$ cat config.mk
export PLATFORM = sky130hd
export DESIGN_NAME = led_key_panel_serial_controller
export DESIGN_NICKNAME = d
export VERILOG_FILES = /design/src/hdl/lkp_pkg.sv /design/src/hdl/led_key_panel_serial_controller.sv /design/src/hdl/lkp_buf_mem.sv /design/src/hdl/lkp_key_trk.sv
export SDC_FILE = /design/constraint.sdc
export NUM_CORES = 1
export LEC_CHECK = 0
export BUFFER_PORTS_ARGS = -buffer_cell sky130_fd_sc_hd__buf_2
export CORE_MARGIN = 8
export CORE_UTILIZATION = 55
export DETAILED_ROUTE_END_ITERATION = 12
export GPL_TIMING_DRIVEN = 0
export PLACE_DENSITY = 0.88
export RECOVER_POWER = 25
export SYNTH_ARGS = -nofsm -noshare
export SYNTH_HDL_FRONTEND = slang
export SYNTH_SLANG_ARGS = --single-unit
$ cat constraint.sdc
create_clock -name clk_i -period 2.7 [get_ports clk_i]
set_input_delay 0.27 -clock clk_i [delete_from_list [all_inputs] [get_ports clk_i]]
set_output_delay 0.27 -clock clk_i [all_outputs]
set_load 0.03 [all_outputs]
$ cat src/hdl/lkp_pkg.sv
`timescale 1ns / 1ps

package lkp_pkg;

  // Request kinds carried in the input item
  typedef enum logic [2:0] {
    KIND_WRITE   = 3'd0,
    KIND_BRIGHT  = 3'd1,
    KIND_REFRESH = 3'd2,
    KIND_SCAN    = 3'd3,
    KIND_KEY     = 3'd4
  } kind_e;

  // Configuration register indexes
  localparam logic CFG_OFF_COMMAND     = 1'b0;
  localparam logic CFG_BRIGHTNESS_BASE = 1'b1;

  // Register reset values
  localparam logic [7:0] OFF_COMMAND_RST     = 8'h80;
  localparam logic [7:0] BRIGHTNESS_BASE_RST = 8'h88;

  // Panel command bytes
  localparam logic [7:0] CMD_DATA_SET  = 8'h40;
  localparam logic [7:0] CMD_ADDR_ZERO = 8'hC0;
  localparam logic [7:0] CMD_READ_KEYS = 8'h42;

  // Highest brightness level
  localparam logic [7:0] MAX_LEVEL = 8'd8;

  // Slot and key byte counters cover up to eight bytes
  localparam int unsigned KEY_CNT_W = 3;

  typedef struct packed {
    logic [2:0] kind;
    logic [3:0] buffer_index;
    logic [7:0] value;
  } in_item_t;

  typedef struct packed {
    logic [7:0] wire_byte;
    logic       read_slot;
    logic       frame_start;
    logic       frame_end;
    logic       key_event;
    logic [7:0] pressed_mask;
    logic [7:0] released_mask;
    logic       last;
  } out_item_t;

  // Requests from the sequencer to the key tracker
  typedef struct packed {
    logic       start;
    logic       sample;
    logic [7:0] value;
  } key_cmd_t;

  // Key change event back to the sequencer
  typedef struct packed {
    logic       fire;
    logic [7:0] pressed;
    logic [7:0] released;
  } key_evt_t;

endpackage

$ cat src/hdl/led_key_panel_serial_controller.sv
`timescale 1ns / 1ps
// Channel   Direction  Handshake               Payload
// in        input      in_valid_i / in_ready_o  lkp_pkg::in_item_t
// out       output     out_valid_o / out_ready_i lkp_pkg::out_item_t
// cfg       input      cfg_we_i                cfg_idx_i, cfg_data_i
//
// A buffer write, or a key byte that emits no event, sends nothing; a key byte that
// emits an event sends one event transfer. Other requests give one transfer per cycle
// from the sequencer while the output is not stalled, and the buffer memory read port
// feeds one refresh byte per cycle on that condition too. A new item is taken once the
// sequencer is idle. Reset clears the buffer through per-entry valid bits, with no
// clearing pass. A stalled output holds the sequencer in place.

module led_key_panel_serial_controller #(
  parameter int unsigned BUFFER_BYTES = 16,
  parameter int unsigned KEY_BYTES    = 4
) (
  input  logic               clk_i,
  input  logic               rst_ni,
  input  logic               in_valid_i,
  output logic               in_ready_o,
  input  lkp_pkg::in_item_t  in_data_i,
  output logic               out_valid_o,
  input  logic               out_ready_i,
  output lkp_pkg::out_item_t out_data_o,
  input  logic               cfg_we_i,
  input  logic               cfg_idx_i,
  input  logic [7:0]         cfg_data_i
);

  localparam int unsigned AW = $clog2(BUFFER_BYTES);
  localparam logic [AW-1:0] LastAddr = AW'(BUFFER_BYTES - 1);
  localparam logic [6:0] BufLimit = 7'(BUFFER_BYTES);
  localparam logic [lkp_pkg::KEY_CNT_W-1:0] LastSlot =
    lkp_pkg::KEY_CNT_W'(KEY_BYTES - 1);

  localparam logic [2:0] S_IDLE   = 3'd0;
  localparam logic [2:0] S_BRIGHT = 3'd1;
  localparam logic [2:0] S_DSET   = 3'd2;
  localparam logic [2:0] S_ADDR   = 3'd3;
  localparam logic [2:0] S_DATA   = 3'd4;
  localparam logic [2:0] S_SCAN   = 3'd5;
  localparam logic [2:0] S_SLOT   = 3'd6;
  localparam logic [2:0] S_EVENT  = 3'd7;

  logic [2:0]                    state_q, state_d;
  logic [AW-1:0]                 ptr_q, ptr_d;
  logic [lkp_pkg::KEY_CNT_W-1:0] slot_q, slot_d;
  logic [7:0]                    byte_q, byte_d;
  logic [7:0]                    pr_q, pr_d;
  logic [7:0]                    rl_q, rl_d;
  logic [7:0]                    off_q, base_q;
  logic                          out_valid_q, out_valid_d;
  lkp_pkg::out_item_t            out_q, out_d;
  lkp_pkg::out_item_t            res;
  lkp_pkg::key_cmd_t             kcmd;
  lkp_pkg::key_evt_t             kevt;
  logic                          emit;
  logic                          can_load;
  logic                          in_range;
  logic                          mem_we;
  logic                          mem_re;
  logic [AW-1:0]                 mem_raddr;
  logic [7:0]                    mem_rdata;
  logic [7:0]                    level;
  logic [7:0]                    bright_cmd;

  // Configuration registers
  always_ff @(posedge clk_i or negedge rst_ni) begin
    if (!rst_ni) begin
      off_q  <= lkp_pkg::OFF_COMMAND_RST;
      base_q <= lkp_pkg::BRIGHTNESS_BASE_RST;
    end else if (cfg_we_i) begin
      if (cfg_idx_i == lkp_pkg::CFG_OFF_COMMAND) begin
        off_q <= cfg_data_i;
      end
      if (cfg_idx_i == lkp_pkg::CFG_BRIGHTNESS_BASE) begin
        base_q <= cfg_data_i;
      end
    end
  end

  // Saturate the level and form the brightness command
  assign level      = (in_data_i.value > lkp_pkg::MAX_LEVEL) ? lkp_pkg::MAX_LEVEL
                                                             : in_data_i.value;
  assign bright_cmd = (level == 8'd0) ? off_q : base_q + level - 8'd1;

  assign in_range   = {3'b000, in_data_i.buffer_index} < BufLimit;
  assign in_ready_o = (state_q == S_IDLE);
  assign emit       = (state_q != S_IDLE);
  assign can_load   = !out_valid_q || out_ready_i;

  lkp_buf_mem #(
    .DEPTH (BUFFER_BYTES),
    .AW    (AW)
  ) u_buf_mem (
    .clk_i   (clk_i),
    .rst_ni  (rst_ni),
    .we_i    (mem_we),
    .waddr_i (AW'(in_data_i.buffer_index)),
    .wdata_i (in_data_i.value),
    .re_i    (mem_re),
    .raddr_i (mem_raddr),
    .rdata_o (mem_rdata)
  );

  lkp_key_trk #(
    .KEY_BYTES (KEY_BYTES)
  ) u_key_trk (
    .clk_i  (clk_i),
    .rst_ni (rst_ni),
    .cmd_i  (kcmd),
    .evt_o  (kevt)
  );

  // Sequence the transfers of each request
  always_comb begin
    state_d      = state_q;
    ptr_d        = ptr_q;
    slot_d       = slot_q;
    byte_d       = byte_q;
    pr_d         = pr_q;
    rl_d         = rl_q;
    res          = '0;
    mem_we       = 1'b0;
    mem_re       = 1'b0;
    mem_raddr    = ptr_q;
    kcmd         = '0;
    kcmd.value   = in_data_i.value;
    unique case (state_q)
      S_IDLE: begin
        if (in_valid_i) begin
          unique case (in_data_i.kind)
            lkp_pkg::KIND_WRITE: begin
              mem_we = in_range;
            end
            lkp_pkg::KIND_BRIGHT: begin
              byte_d  = bright_cmd;
              state_d = S_BRIGHT;
            end
            lkp_pkg::KIND_REFRESH: begin
              state_d = S_DSET;
            end
            lkp_pkg::KIND_SCAN: begin
              kcmd.start = 1'b1;
              state_d    = S_SCAN;
            end
            lkp_pkg::KIND_KEY: begin
              kcmd.sample = 1'b1;
              if (kevt.fire) begin
                pr_d    = kevt.pressed;
                rl_d    = kevt.released;
                state_d = S_EVENT;
              end
            end
            default: ;
          endcase
        end
      end
      S_BRIGHT: begin
        res.wire_byte   = byte_q;
        res.frame_start = 1'b1;
        res.frame_end   = 1'b1;
        res.last        = 1'b1;
        if (can_load) begin
          state_d = S_IDLE;
        end
      end
      S_DSET: begin
        res.wire_byte   = lkp_pkg::CMD_DATA_SET;
        res.frame_start = 1'b1;
        res.frame_end   = 1'b1;
        if (can_load) begin
          state_d = S_ADDR;
        end
      end
      S_ADDR: begin
        res.wire_byte   = lkp_pkg::CMD_ADDR_ZERO;
        res.frame_start = 1'b1;
        if (can_load) begin
          // Fetch the first buffer byte
          mem_re    = 1'b1;
          mem_raddr = '0;
          ptr_d     = '0;
          state_d   = S_DATA;
        end
      end
      S_DATA: begin
        res.wire_byte = mem_rdata;
        res.frame_end = (ptr_q == LastAddr);
        res.last      = (ptr_q == LastAddr);
        if (can_load) begin
          if (ptr_q == LastAddr) begin
            state_d = S_IDLE;
          end else begin
            // Prefetch the next byte while this one leaves
            ptr_d     = ptr_q + 1'b1;
            mem_re    = 1'b1;
            mem_raddr = ptr_q + 1'b1;
          end
        end
      end
      S_SCAN: begin
        res.wire_byte   = lkp_pkg::CMD_READ_KEYS;
        res.frame_start = 1'b1;
        if (can_load) begin
          slot_d  = '0;
          state_d = S_SLOT;
        end
      end
      S_SLOT: begin
        res.read_slot = 1'b1;
        res.frame_end = (slot_q == LastSlot);
        res.last      = (slot_q == LastSlot);
        if (can_load) begin
          if (slot_q == LastSlot) begin
            state_d = S_IDLE;
          end else begin
            slot_d = slot_q + 1'b1;
          end
        end
      end
      S_EVENT: begin
        res.key_event     = 1'b1;
        res.pressed_mask  = pr_q;
        res.released_mask = rl_q;
        res.last          = 1'b1;
        if (can_load) begin
          state_d = S_IDLE;
        end
      end
      default: state_d = S_IDLE;
    endcase
  end

  // Output register: load a result when the slot is free, drop it on transfer
  always_comb begin
    out_valid_d = out_valid_q;
    out_d       = out_q;
    if (emit && can_load) begin
      out_valid_d = 1'b1;
      out_d       = res;
    end else if (out_ready_i) begin
      out_valid_d = 1'b0;
    end
  end

  always_ff @(posedge clk_i or negedge rst_ni) begin
    if (!rst_ni) begin
      state_q     <= S_IDLE;
      out_valid_q <= 1'b0;
    end else begin
      state_q     <= state_d;
      out_valid_q <= out_valid_d;
    end
  end

  always_ff @(posedge clk_i) begin
    ptr_q  <= ptr_d;
    slot_q <= slot_d;
    byte_q <= byte_d;
    pr_q   <= pr_d;
    rl_q   <= rl_d;
    out_q  <= out_d;
  end

  assign out_valid_o = out_valid_q;
  assign out_data_o  = out_q;

  // A refresh always opens with the data set frame
  assert property (@(posedge clk_i) disable iff (!rst_ni)
    in_valid_i && in_ready_o && in_data_i.kind == lkp_pkg::KIND_REFRESH
      |=> state_q == S_DSET)
    else $error("refresh did not start with the data set frame");

  // Events carry no wire byte and no slot flag
  assert property (@(posedge clk_i) disable iff (!rst_ni)
    out_valid_o && out_data_o.key_event
      |-> out_data_o.wire_byte == 8'h00 && !out_data_o.read_slot && out_data_o.last)
    else $error("key event carries transfer fields");

  // Read slots never open a frame and send zero
  assert property (@(posedge clk_i) disable iff (!rst_ni)
    out_valid_o && out_data_o.read_slot
      |-> !out_data_o.frame_start && out_data_o.wire_byte == 8'h00)
    else $error("read slot opened a frame or sent data");

  // Only the data set frame closes without ending the request
  assert property (@(posedge clk_i) disable iff (!rst_ni)
    out_valid_o && out_data_o.frame_end && !out_data_o.last
      |-> out_data_o.wire_byte == lkp_pkg::CMD_DATA_SET)
    else $error("frame closed in the middle of a request");

endmodule

$ cat src/hdl/lkp_buf_mem.sv
`timescale 1ns / 1ps

module lkp_buf_mem #(
  parameter int unsigned DEPTH = 16,
  parameter int unsigned AW    = 4
) (
  input  logic          clk_i,
  input  logic          rst_ni,
  input  logic          we_i,
  input  logic [AW-1:0] waddr_i,
  input  logic [7:0]    wdata_i,
  input  logic          re_i,
  input  logic [AW-1:0] raddr_i,
  output logic [7:0]    rdata_o
);

  logic [7:0]       mem [DEPTH];
  logic [DEPTH-1:0] valid_q;
  logic [7:0]       rdata_q;
  logic             rvalid_q;

  // Write the array, read through a registered read port
  always_ff @(posedge clk_i) begin
    if (we_i) begin
      mem[waddr_i] <= wdata_i;
    end
    if (re_i) begin
      rdata_q <= mem[raddr_i];
    end
  end

  // Track written entries; reset empties the buffer at once
  always_ff @(posedge clk_i or negedge rst_ni) begin
    if (!rst_ni) begin
      valid_q  <= '0;
      rvalid_q <= 1'b0;
    end else begin
      if (we_i) begin
        valid_q[waddr_i] <= 1'b1;
      end
      if (re_i) begin
        rvalid_q <= valid_q[raddr_i];
      end
    end
  end

  // Unwritten entries read as zero
  assign rdata_o = rvalid_q ? rdata_q : 8'h00;

endmodule

$ cat src/hdl/lkp_key_trk.sv
`timescale 1ns / 1ps

module lkp_key_trk #(
  parameter int unsigned KEY_BYTES = 4
) (
  input  logic              clk_i,
  input  logic              rst_ni,
  input  lkp_pkg::key_cmd_t cmd_i,
  output lkp_pkg::key_evt_t evt_o
);

  localparam logic [lkp_pkg::KEY_CNT_W-1:0] LastByte =
    lkp_pkg::KEY_CNT_W'(KEY_BYTES - 1);

  logic [7:0]                    acc_q, acc_d;
  logic [7:0]                    prev_q, prev_d;
  logic [lkp_pkg::KEY_CNT_W-1:0] cnt_q, cnt_d;
  logic                          open_q, open_d;
  logic [14:0]                   shifted;
  logic [7:0]                    acc_n;

  // Merge the sampled byte at its slot offset
  assign shifted = {7'b0, cmd_i.value} << cnt_q;
  assign acc_n   = acc_q | shifted[7:0];

  always_comb begin
    acc_d          = acc_q;
    prev_d         = prev_q;
    cnt_d          = cnt_q;
    open_d         = open_q;
    evt_o.fire     = 1'b0;
    evt_o.pressed  = acc_n & ~prev_q;
    evt_o.released = prev_q & ~acc_n;
    priority if (cmd_i.start) begin
      // Restart the scan from an empty word
      acc_d  = 8'h00;
      cnt_d  = '0;
      open_d = 1'b1;
    end else if (cmd_i.sample && open_q) begin
      acc_d = acc_n;
      if (cnt_q == LastByte) begin
        // Close the scan and report a change
        cnt_d  = '0;
        open_d = 1'b0;
        if (acc_n != prev_q) begin
          evt_o.fire = 1'b1;
          prev_d     = acc_n;
        end
      end else begin
        cnt_d = cnt_q + 1'b1;
      end
    end
  end

  always_ff @(posedge clk_i or negedge rst_ni) begin
    if (!rst_ni) begin
      acc_q  <= 8'h00;
      prev_q <= 8'h00;
      cnt_q  <= '0;
      open_q <= 1'b0;
    end else begin
      acc_q  <= acc_d;
      prev_q <= prev_d;
      cnt_q  <= cnt_d;
      open_q <= open_d;
    end
  end

endmodule

---- After elaboration in Yosys (flattened, before gate mapping) ----
Memories as Yosys holds them, arrays and structs flattened. A register that Yosys moved wholly into a read port is not among the register bits.
Cells that the tools add are included.
word-level totals
  flip-flop bits (word level) ............. 117
  latch bits .............................. 0
  RAM bits ................................ 128
  ROM bits ................................ 0
  input bits .............................. 29
  output and inout port bits .............. 31
  word-level logic and storage cells ...... 152
  memories kept ........................... 1
memory list
  memory         depth  width  rd ports  clocked after Yosys merged registers in  wr ports  RTL line           source
  u_buf_mem.mem  16     8      1         1                                        1         lkp_buf_mem.sv:17  logic [7:0] mem [DEPTH];
cells by class
  add/sub/neg operators ................... 5
  multipliers ............................. 0
  div/mod/pow operators ................... 0
  order comparisons ....................... 4
  eq/ne operators ......................... 27
  shift operators ......................... 1
  multiplexer cells ....................... 59
  bitwise logic cells ..................... 8
  reductions and logical operators ........ 24
operators by type and width
  operator                                                    number
  2-to-1 mux 3 bit                                            15
  2-to-1 mux 8 bit                                            5
  case mux 8 bit (5 select lines)                             1
  2-to-1 mux 1 bit                                            23
  case mux 3 bit (7 select lines)                             1
  == test 3 x 2 -> 1 bit, second input constant               6
  != test 2 bit, second input constant                        9
  2-to-1 mux 17 bit                                           1
  AND 8 bit                                                   2
  inverter 8 bit                                              2
  bitwise OR 16 bit                                           1
  == test 3 bit, second input constant                        5
  2-to-1 mux 4 bit                                            3
  case mux 3 bit (4 select lines)                             1
  AND reduction 4 bit                                         3
  AND reduction 11 bit                                        1
  less-than comparator 4 x 5 -> 1 bit, second input constant  2
  adder 8 bit                                                 1
  > comparator 8 x 4 -> 1 bit, second input constant          1
  logical NOT 8 bit                                           1
  != test 8 bit                                               1
  bitwise OR 8 bit                                            1
  case mux 4 bit (2 select lines)                             1
  nonzero test 2 bit                                          4
  other kinds (26)                                            37

---- Logic depth before layout (Yosys ltp) ----
Gate-level depths: netlist (run 1).
  word-level depth ........................ 11
  mapped depth ............................ 13
  gate-level depth less buffers ........... 13

---- Hierarchy ----
A second synthesis (run 1) with hierarchy kept.
second synthesis, totals
  cell total of the unflattened synthesis .. 717
  area, all modules ....................... 11199.5 um2
by module, submodules not included
  module                           instances  cells an instance  area each (um2)  seq. area each (um2)
  lkp_buf_mem                      1          258                5970.7           4509.3
  led_key_panel_serial_controller  1          321                3863.7           2265.9
  lkp_key_trk                      1          138                1365.1           500.5

---- Worst setup path before layout (run 1) ----
Ideal clock, no wire load.
  kind .................................... input port to flip-flop
  from .................................... input in_data_i[5] in the netlist's numbering
  to ...................................... register byte_q[7] (data pin)
  setup time .............................. 260 ps
  arrival time ............................ 2870 ps
  data required time ...................... 2440 ps
  slack ................................... -430 ps
  cell stages on the path ................. 13
  buffers on the path ..................... 0
  cell sequence ........................... or4_1 > nor2_1 > nand2_1 > ha_1 > inv_1 > ha_1 > fa_1 > a21o_1 > a21oi_1 > o21bai_1 > a21oi_1 > xnor2_1 > mux2_2
on the way
  longest elaborated chain between the ends .. 5
  elaborated cells between the ends (all ways) .. 6
  those cells by class .................... add/sub (2); order compare (1); mux (2); reduce/logical (1)
ends and longest elaborated chain
  element                      RTL line                                source
  from (decl)                  led_key_panel_serial_controller.sv:22   input lkp_pkg::in_item_t in_data_i,
  > comparator 8 x 4 -> 1 bit  led_key_panel_serial_controller.sv:84   assign level = (in_data_i.value > lkp_pkg::MAX_LEVEL) ? lkp_pkg::MAX_LEVEL
  2-to-1 mux 8 bit (*)         led_key_panel_serial_controller.sv:84
  adder 8 bit                  led_key_panel_serial_controller.sv:86   assign bright_cmd = (level == 8'd0) ? off_q : base_q + level - 8'd1;
  subtractor 8 x 1 -> 8 bit    led_key_panel_serial_controller.sv:86
  2-to-1 mux 8 bit (*)         led_key_panel_serial_controller.sv:86
  via bright_cmd[7]            led_key_panel_serial_controller.sv:66   logic [7:0] bright_cmd;
  to (signal assigned)         led_key_panel_serial_controller.sv:261  byte_q <= byte_d;
  to (decl)                    led_key_panel_serial_controller.sv:49   logic [7:0] byte_q, byte_d;
Mark *: on every way through the listed nets, which the timed path passes. The rest lies on a longest branch.
A chain may end at the register's enable or synchronous reset.

---- Worst setup path after layout (run 1) ----
  from .................................... input in_data_i[3] in the netlist's numbering
  to ...................................... register byte_q[7] (data pin)
Same word-level chain as after synthesis.

==> results of run 1 <==
## kinds of logic (layout without fill, tap and decap cells)
group | count (synthesis) | in the layout
flip-flops | 253 | 253
AND/OR/NAND/NOR | 218 | 218
AO/OA/AOI/OAI | 122 | 122
multiplexers | 104 | 104
buffers and inverters | 83 | 240
adder cells (fa/ha/maj) | 36 | 36
XOR/XNOR | 8 | 8
other | 1 | 5
## what timing repair did
item / in CTS / in global routing
resized for setup: 46 / 72
setup endpoints to repair: 185 / 181
pin swaps: 10 / 25
hold buffers: 8 / 6
buffers inserted: 11 / 27
gates cloned: 1 / 3
hold endpoints to repair: 16 / 72
## area by class of cell
cell class / count / area (um2) / area share (%)
tap: 270 / 338 / 2.45
clock buffer: 34 / 712 / 5.17
inverter: 47 / 176 / 1.28
timing repair buffer: 114 / 900 / 6.54
clock inverter: 12 / 158 / 1.15
multi-input combinational: 491 / 3950 / 28.7
buffer: 33 / 245 / 1.78
sequential: 253 / 7280 / 52.9
antenna: 2 / 5.00 / 0.0364
## flip-flops by register name (all words and copies together) (netlist names), 3 cells and up
name               count
base_q                 8
byte_q                 8
off_q                  8
out_data_o            29
pr_q                   8
ptr_q                  4
rl_q                   8
slot_q                 3
state_q                3
u_buf_mem.mem        128
u_buf_mem.rdata_q      8
u_buf_mem.valid_q     16
u_key_trk.acc_q        8
u_key_trk.cnt_q        3
u_key_trk.prev_q       8
## where the power goes
part / switching [uW] / internal (uW) / total (uW)
Clock: 1460 / 2230 / 3690
Sequential: 262 / 4890 / 5160
Combinational: 3140 / 2080 / 5220
Total: 4860 / 9200 / 14100
## through the flow
| stage | utilization (%) | setup WS, ps | area, um2 |
|---|---|---|---|
| 2_1_floorplan | - | -248 | 11300 |
| 3_3_place_gp | 59.2 | -746 | 11900 |
| 3_5_place_dp | 59.3 | -766 | 12000 |
| 4_1_cts | 65.5 | -41.8 | 13200 |
| 5_1_grt | 68.3 | -198 | 13800 |
| 6_report | 68.3 | -90.1 | 13800 |
## final timing paths
kind                                          to  slack (ps)  depth (start not counted)
setup / recovery                       byte_q[7]         -90                         14
hold / removal               u_buf_mem.mem[9][7]          60                          1
setup reg to reg             u_buf_mem.mem[5][4]         -30                          8
hold reg to reg            u_buf_mem.valid_q[13]         480                          1
max in group asynchronous             state_q[1]        1780                          2
min in group asynchronous     u_key_trk.acc_q[1]         370                          2
## per-layer routing
layer	wire length [um]	global-route usage (%)
met1	10800	24.9
met2	13700	34.0
met3	2080	2.77
met4	1270	7.89
met5	0	0
## layout by cell type, fill, tap and decap left out, types with 18 or more instances in the layout
master     instances
clkbuf_1          30
and2_1            18
buf_4             31
mux2_2            51
inv_1             43
mux2i_1           41
nand2_1           70
o211ai_1          25
ha_1              32
buf_2             48
dfrtp_1           52
clkbuf_16         29
o21ai_0           25
nor2_1            33
edfxtp_1         192
==> impl_metrics.csv, run 1 <==
group,metric,value,unit
sta,worstMarginPinSlew,1220,ps
synthesis,synthMuxAreaShare,10.1,%
layout,drive_gt1_share,29.1,%
setup_path,timing.critical_path.buf_inv,3,
sta,rsz0062_at_grt,"true",
synthesis,yosys.cell_count.top_type,"edfxtp_1",
setup_path,cpPeakStageDelay,560,ps
sta,fmax,358,MHz
synthesis,synth.cell_area,0.0113,mm2
synthesis,ys_types,67,
floorplanning,io_pins,60,
layout,synthToLayoutAreaGrowth,22.1,%
setup_path,critPathLaunch,"in_data_i[3]",
grt,grtUsageTotal,19.8,%
floorplanning,rows,52,
setup_path,cp_slowest_cell,"or4_4",
place,place_congestion,0.924,
clock_network,cts.path.max_buffers,3,
layout,fin_nets,1031,
clock_network,cts.sinks,253,
grt,grt_antenna_before_repair,2,
synthesis,synth_top_area_share,51.1,%
detailed_routing,wl,27800,um
sta,fin_hold_ws,56.4,ps
grt,grt_pass1_vias,7439,
detailed_routing,vias,7443,
setup_path,cp_cell_sequence,"clkbuf_1 > or4_4 > nor2_4 > buf_6 > nand2_2 > ha_1 > inv_2 > fa_2 > a21o_1 > a21oi_2 > o21bai_1 > a21oi_1 > xnor2_1 > mux2_4",
sta,tns,-662,ps
detailed_routing,dr.pass1.iters,5,
clock_network,cts.clk_slew.worst_paths,60,ps
sta,relSlewSlack,18.4,%
synthesis,yosysTopAreaCell,"edfxtp_1",
run_status,status,"complete, but fails checks",
synthesis,synth-seq-cells,253,
sta,finalSetupViolations,26,
synthesis,synth_top_family_by_area,"multiplexers",
clock_network,cts_tree,"built",
clock_network,clk_root_buffer_cell,"clkbuf_16",
floorplanning,core_area,0.0202,mm2
setup_path,rr_startpoint,"state_q[0]",
power,ir_worst_vdd,0.582,mV
setup_path,crit_fanout,3,
synthesis,synth_compound_area_share,7.67,%
setup_path,arrival,3070,ps
place,dpl.cell_count,1155,
grt,grt_pass1_wl,40000,um
synthesis,ys_seq_area_share,64.5,%
synthesis,synth-main-ff-cell,"edfxtp_1",
setup_path,worst_setup_path_end_kind,"flip-flop",
detailed_routing,drcViolationCount,0,
power,power_density,1020,mW/mm2
setup_path,critPathLaunchType,"input port",
clock_network,clk_latency,530,ps
floorplanning,dieWidth,159,um
sta,final-max-slew-violation-count,0,
synthesis,avgSynthCellArea,13.7,um2
place,port-buffer-count,57,
sta,fin_crit,2790,ps
synthesis,synth_simple_gate_area_share,9.83,%
synthesis,synthTopCellsByCount,"192 x edfxtp_1, 72 x nand2_1, 54 x dfrtp_1, 53 x mux2_2, 49 x nor2_1",
synthesis,synth_area_leaders,"edfxtp_1 51%, dfrtp_1 12%, mux2_2 5.3%, ha_1 3.9%, mux2i_1 3.8%",
grt,grt_max_degree,58,
floorplanning,initial_utilization,55.9,%
clock_network,cts_buffers,26,
setup_path,worstPathRequired,2980,ps
run,maxCapViolCount,0,
floorplanning,die-area,0.0253,mm2
synthesis,syn_inst,825,
layout,fillCellCount,1238,
detailed_routing,post_drt_wl_per_cell,22.1,um
min_path,worstHoldPathType,"input port to flip-flop",
power,p_leak,0.00533,uW
detailed_routing,postRouteAntennaNets,0,
sta,fin_crit_sh,103,%
setup_path,crit_family,"simple AND/OR/NAND/NOR gates",
floorplanning,die_h,159,um
power,power,14100,uW
synthesis,async_flop_share,22.5,%
detailed_routing,drt-vias-per-instance,5.93,
clock_network,htreeDepth,1,
run_status,violations,"negative setup slack",
sta,hold_viol_final,0,
synthesis,synth_xor_area_share,0.621,%
synthesis,synth_enable_flop_cells,192,
setup_path,critical_path_class,"input port to flip-flop",
min_path,worstHoldStart,"in_data_i[7]",
synthesis,synthAdderAreaFrac,4.06,%
sta,skew,12.0,ps
layout,fin_cells,1256,
grt,overflow,0,
place,hpwl,16400,um
synthesis,yosys_warnings,0,
sta,fin_ws,-90.1,ps
detailed_routing,drtIter0Drc,824,
Note: power is estimated with default switching activity, not from simulation.
==> run 2, diff against run 1 <==
--- a/config.mk
+++ b/config.mk
@@ -14,4 +14,5 @@
 export RECOVER_POWER = 25
 export SYNTH_ARGS = -nofsm -noshare
 export SYNTH_HDL_FRONTEND = slang
+export SYNTH_HIERARCHICAL = 1
 export SYNTH_SLANG_ARGS = --single-unit
==> run 2 against run 1 <==
The flow still finishes with violations (negative setup slack). Flip-flop and latch count stayed put. Core utilization is 1.7 points lower. Cell area is 2.8% lower. Synthesized area is 0.69% lower. Sequential share of layout area is 1.5 points higher. Hold slack better by 8.1 ps. Critical path type unchanged.
==> impl_metrics.csv, run 2 <==
group,metric,value,unit
synthesis,synth_area_leaders,"edfxtp_1 51%, dfrtp_1 12%, mux4_2 5.2%, mux4_1 4.9%, ha_1 3.9%",
setup_path,timing.critical_path.buf_inv,4,
power,power,12300,uW
sta,fin_crit,3480,ps
grt,grt_max_degree,58,
sta,fin_ws,-781,ps
synthesis,yosys_warnings,6,
power,power_frac_comb,33.9,%
detailed_routing,postRouteAntennaNets,0,
layout,drive_gt1_share,31.2,%
detailed_routing,drcViolationCount,0,
detailed_routing,post_drt_wl_per_cell,21.5,um
floorplanning,rows,52,
floorplanning,dieWidth,159,um
sta,relSlewSlack,11.0,%
power,p_int,8450,uW
synthesis,synthTopCellsByCount,"192 x edfxtp_1, 54 x dfrtp_1, 48 x nor2_1, 47 x inv_1, 38 x nand2_1",
power,clkPwrFrac,25.9,%
setup_path,arrival,3880,ps
clock_network,cts.clk_slew.worst_paths,60,ps
place,dpl_cell_area,0.0119,mm2
grt,grt_pass1_vias,6764,
sta,rsz0062_at_grt,"true",
clock_network,cts_tree,"built",
sta,worstMarginPinSlew,1340,ps
clock_network,cts.sinks,253,
detailed_routing,vias,6600,
layout,synthToLayoutAreaGrowth,19.4,%
floorplanning,initial_utilization,55.7,%
sta,fmax,287,MHz
synthesis,synth.cell_area,0.0112,mm2
place,place_congestion,0.842,
clock_network,clk_latency,520,ps
setup_path,cp_cell_sequence,"clkbuf_1 > mux2_2 > nor2_1 > o31a_1 > inv_1 > ha_1 > nand4_1 > o2111ai_4 > buf_6 > inv_2 > or4bb_1 > a21boi_2 > o2111a_2 > mux2i_1 > nand3_1",
setup_path,cpPeakStageDelay,950,ps
setup_path,critPathLaunchType,"input port",
synthesis,yosys.cell_count.top_type,"edfxtp_1",
layout,fillCellCount,1305,
run,maxCapViolCount,0,
power,power_frac_seq,40.2,%
layout,final_common_cell,"edfxtp_1",
power,ir_worst_vdd,0.701,mV
setup_path,crit_family,"buffers and inverters",
grt,grt_pass1_wl,36100,um
setup_path,critical_path_class,"input port to flip-flop",
synthesis,ys_types,71,
place,hpwl,14700,um
layout,final_area,0.0134,mm2
run_status,violations,"negative setup slack",
layout,utilization,66.5,%
detailed_routing,dr.pass1.iters,5,
layout,final_cell_mix,"192 x edfxtp_1, 54 x dfrtp_1, 51 x buf_2",
floorplanning,die-area,0.0252,mm2
place,port-buffer-count,56,
clock_network,clk_root_buffer_cell,"clkbuf_16",
floorplanning,core_area,0.0201,mm2
floorplanning,die_h,159,um
sta,skew,7.44,ps
synthesis,synth-main-ff-cell,"edfxtp_1",
sta,finalSetupViolations,83,
setup_path,cp_slowest_cell,"clkbuf_1",
grt,grt_antenna_before_repair,1,
synthesis,synth_enable_flop_cells,192,
sta,hold_viol_final,0,
detailed_routing,drtIter0Drc,569,
layout,fin_nets,908,
run_status,status,"complete, but fails checks",
synthesis,synth_top_area_share,51.5,%
layout,largest_reg_flops,128,
clock_network,cts_buffers,25,
sta,fin_crit_sh,129,%
layout,multiInputGateArea,0.00389,mm2
sta,final-max-slew-violation-count,0,
grt,grtUsageTotal,18.9,%
power,p_leak,0.00504,uW
power,power_density,923,mW/mm2
clock_network,cts.path.max_buffers,3,
floorplanning,io_pins,60,
setup_path,worstPathRequired,3100,ps
clock_network,htreeDepth,1,
setup_path,crit_fanout,22,
power,switching_share,31.6,%
synthesis,ys_seq_area_share,65.0,%
synthesis,async_flop_share,22.5,%
min_path,worstHoldPathType,"input port to flip-flop",
layout,largest-register,"u_buf_mem/mem",
layout,area.sequential,0.00728,mm2
synthesis,avgSynthCellArea,15.6,um2
synthesis,yosysTopAreaCell,"edfxtp_1",
synthesis,synth-seq-cells,253,
power,power.switching,3900,uW
setup_path,worst_setup_path_end_kind,"flip-flop",
detailed_routing,drt-vias-per-instance,5.83,
detailed_routing,wl,24300,um
synthesis,syn_inst,717,
grt,overflow,0,
==> run 2: cell types whose count changed after synthesis, moves of 12 or more <==
| cell | delta |
|---|---|
| mux2i_1 | -37 |
| nand2_1 | -34 |
| mux2_2 | -30 |
| mux4_2 | +26 |
| o211ai_1 | -25 |
| mux4_1 | +21 |
| clkbuf_1 | -12 |
==> run 2: cells by family (layout without fill, tap and decap cells) <==
family | Yosys count | after routing | share of synthesized area, %
AND/OR/NAND/NOR | 191 | 193 | 9.07
multiplexers | 78 | 78 | 13.3
XOR/XNOR | 7 | 7 | 0.547
flip-flops | 253 | 253 | 65.0
buffers and inverters | 76 | 216 | 3.38
adder cells (fa/ha/maj) | 36 | 36 | 4.09
AO/OA/AOI/OAI | 75 | 75 | 4.64
other | 1 | 4 | 0.0335
==> run 2: layout make-up <==
type | instances | share of cell area (%)
inverters | 48 | 1.35
repair buffers | 95 | 5.27
well taps | 270 | 2.53
clock inverters | 7 | 0.449
diodes | 1 | 0.0187
clock buffers | 38 | 5.12
flip-flops and latches | 253 | 54.4
multi-input cells | 392 | 29.1
plain buffers | 28 | 1.78
==> run 2: per-layer routing <==
layer	global-route usage (%)	up-vias	part of all wire [%]
met5	0	-	0
met4	7.09	0	3.4
met3	2.99	59	7.1
met2	33.2	285	51
met1	23.1	3300	39
li1	-	2956	-
==> run 2: power by group through the flow <==
stage / Combinational [uW] / Sequential (uW) / Clock (uW)
final: 4180 / 4960 / 3200
after global routing: 4500 / 5000 / 3390
after CTS: 4050 / 4960 / 3240
after detailed placement: 3620 / 5020 / 0
after global placement: 3490 / 5010 / 0
after floorplan: 2330 / 5380 / 0
==> run 2: metrics by stage <==
step	setup TNS (ps)	std cells	hold slack (ps)	worst slack, ps
after floorplan	-6110	719	-25.6	-631
after global placement	-86340	1045	442	-948
after detailed placement	-96810	1047	450	-1000
after CTS	-9840	1117	50.6	-805
after global routing	-25000	1132	58.9	-873
final	-13390	1132	64.6	-781
==> run 2: path summary, 6_finish.rpt <==
check                                      start                    end  slack (ps)  cells past startpoint
min                                 in_data_i[5]    u_buf_mem/mem[5][5]          60                      1
min reg2reg                u_buf_mem/valid_q[12]  u_buf_mem/valid_q[12]         460                      1
max reg2reg                   u_key_trk/cnt_q[2]             state_q[1]        -740                     15
min in group asynchronous                 rst_ni    u_key_trk/prev_q[7]         370                      2
max                                 in_data_i[2]             state_q[1]        -780                     15
max in group asynchronous                 rst_ni  u_buf_mem/valid_q[12]        1810                      2
==> run 2: repair_timing <==
action,in CTS,in global routing
resized for setup,49,23
cloned,1,2
endpoints found under the setup margin,179,178
endpoints found under the hold margin,15,54
buffers inserted,16,11
pin swaps,17,24
hold buffers,8,1
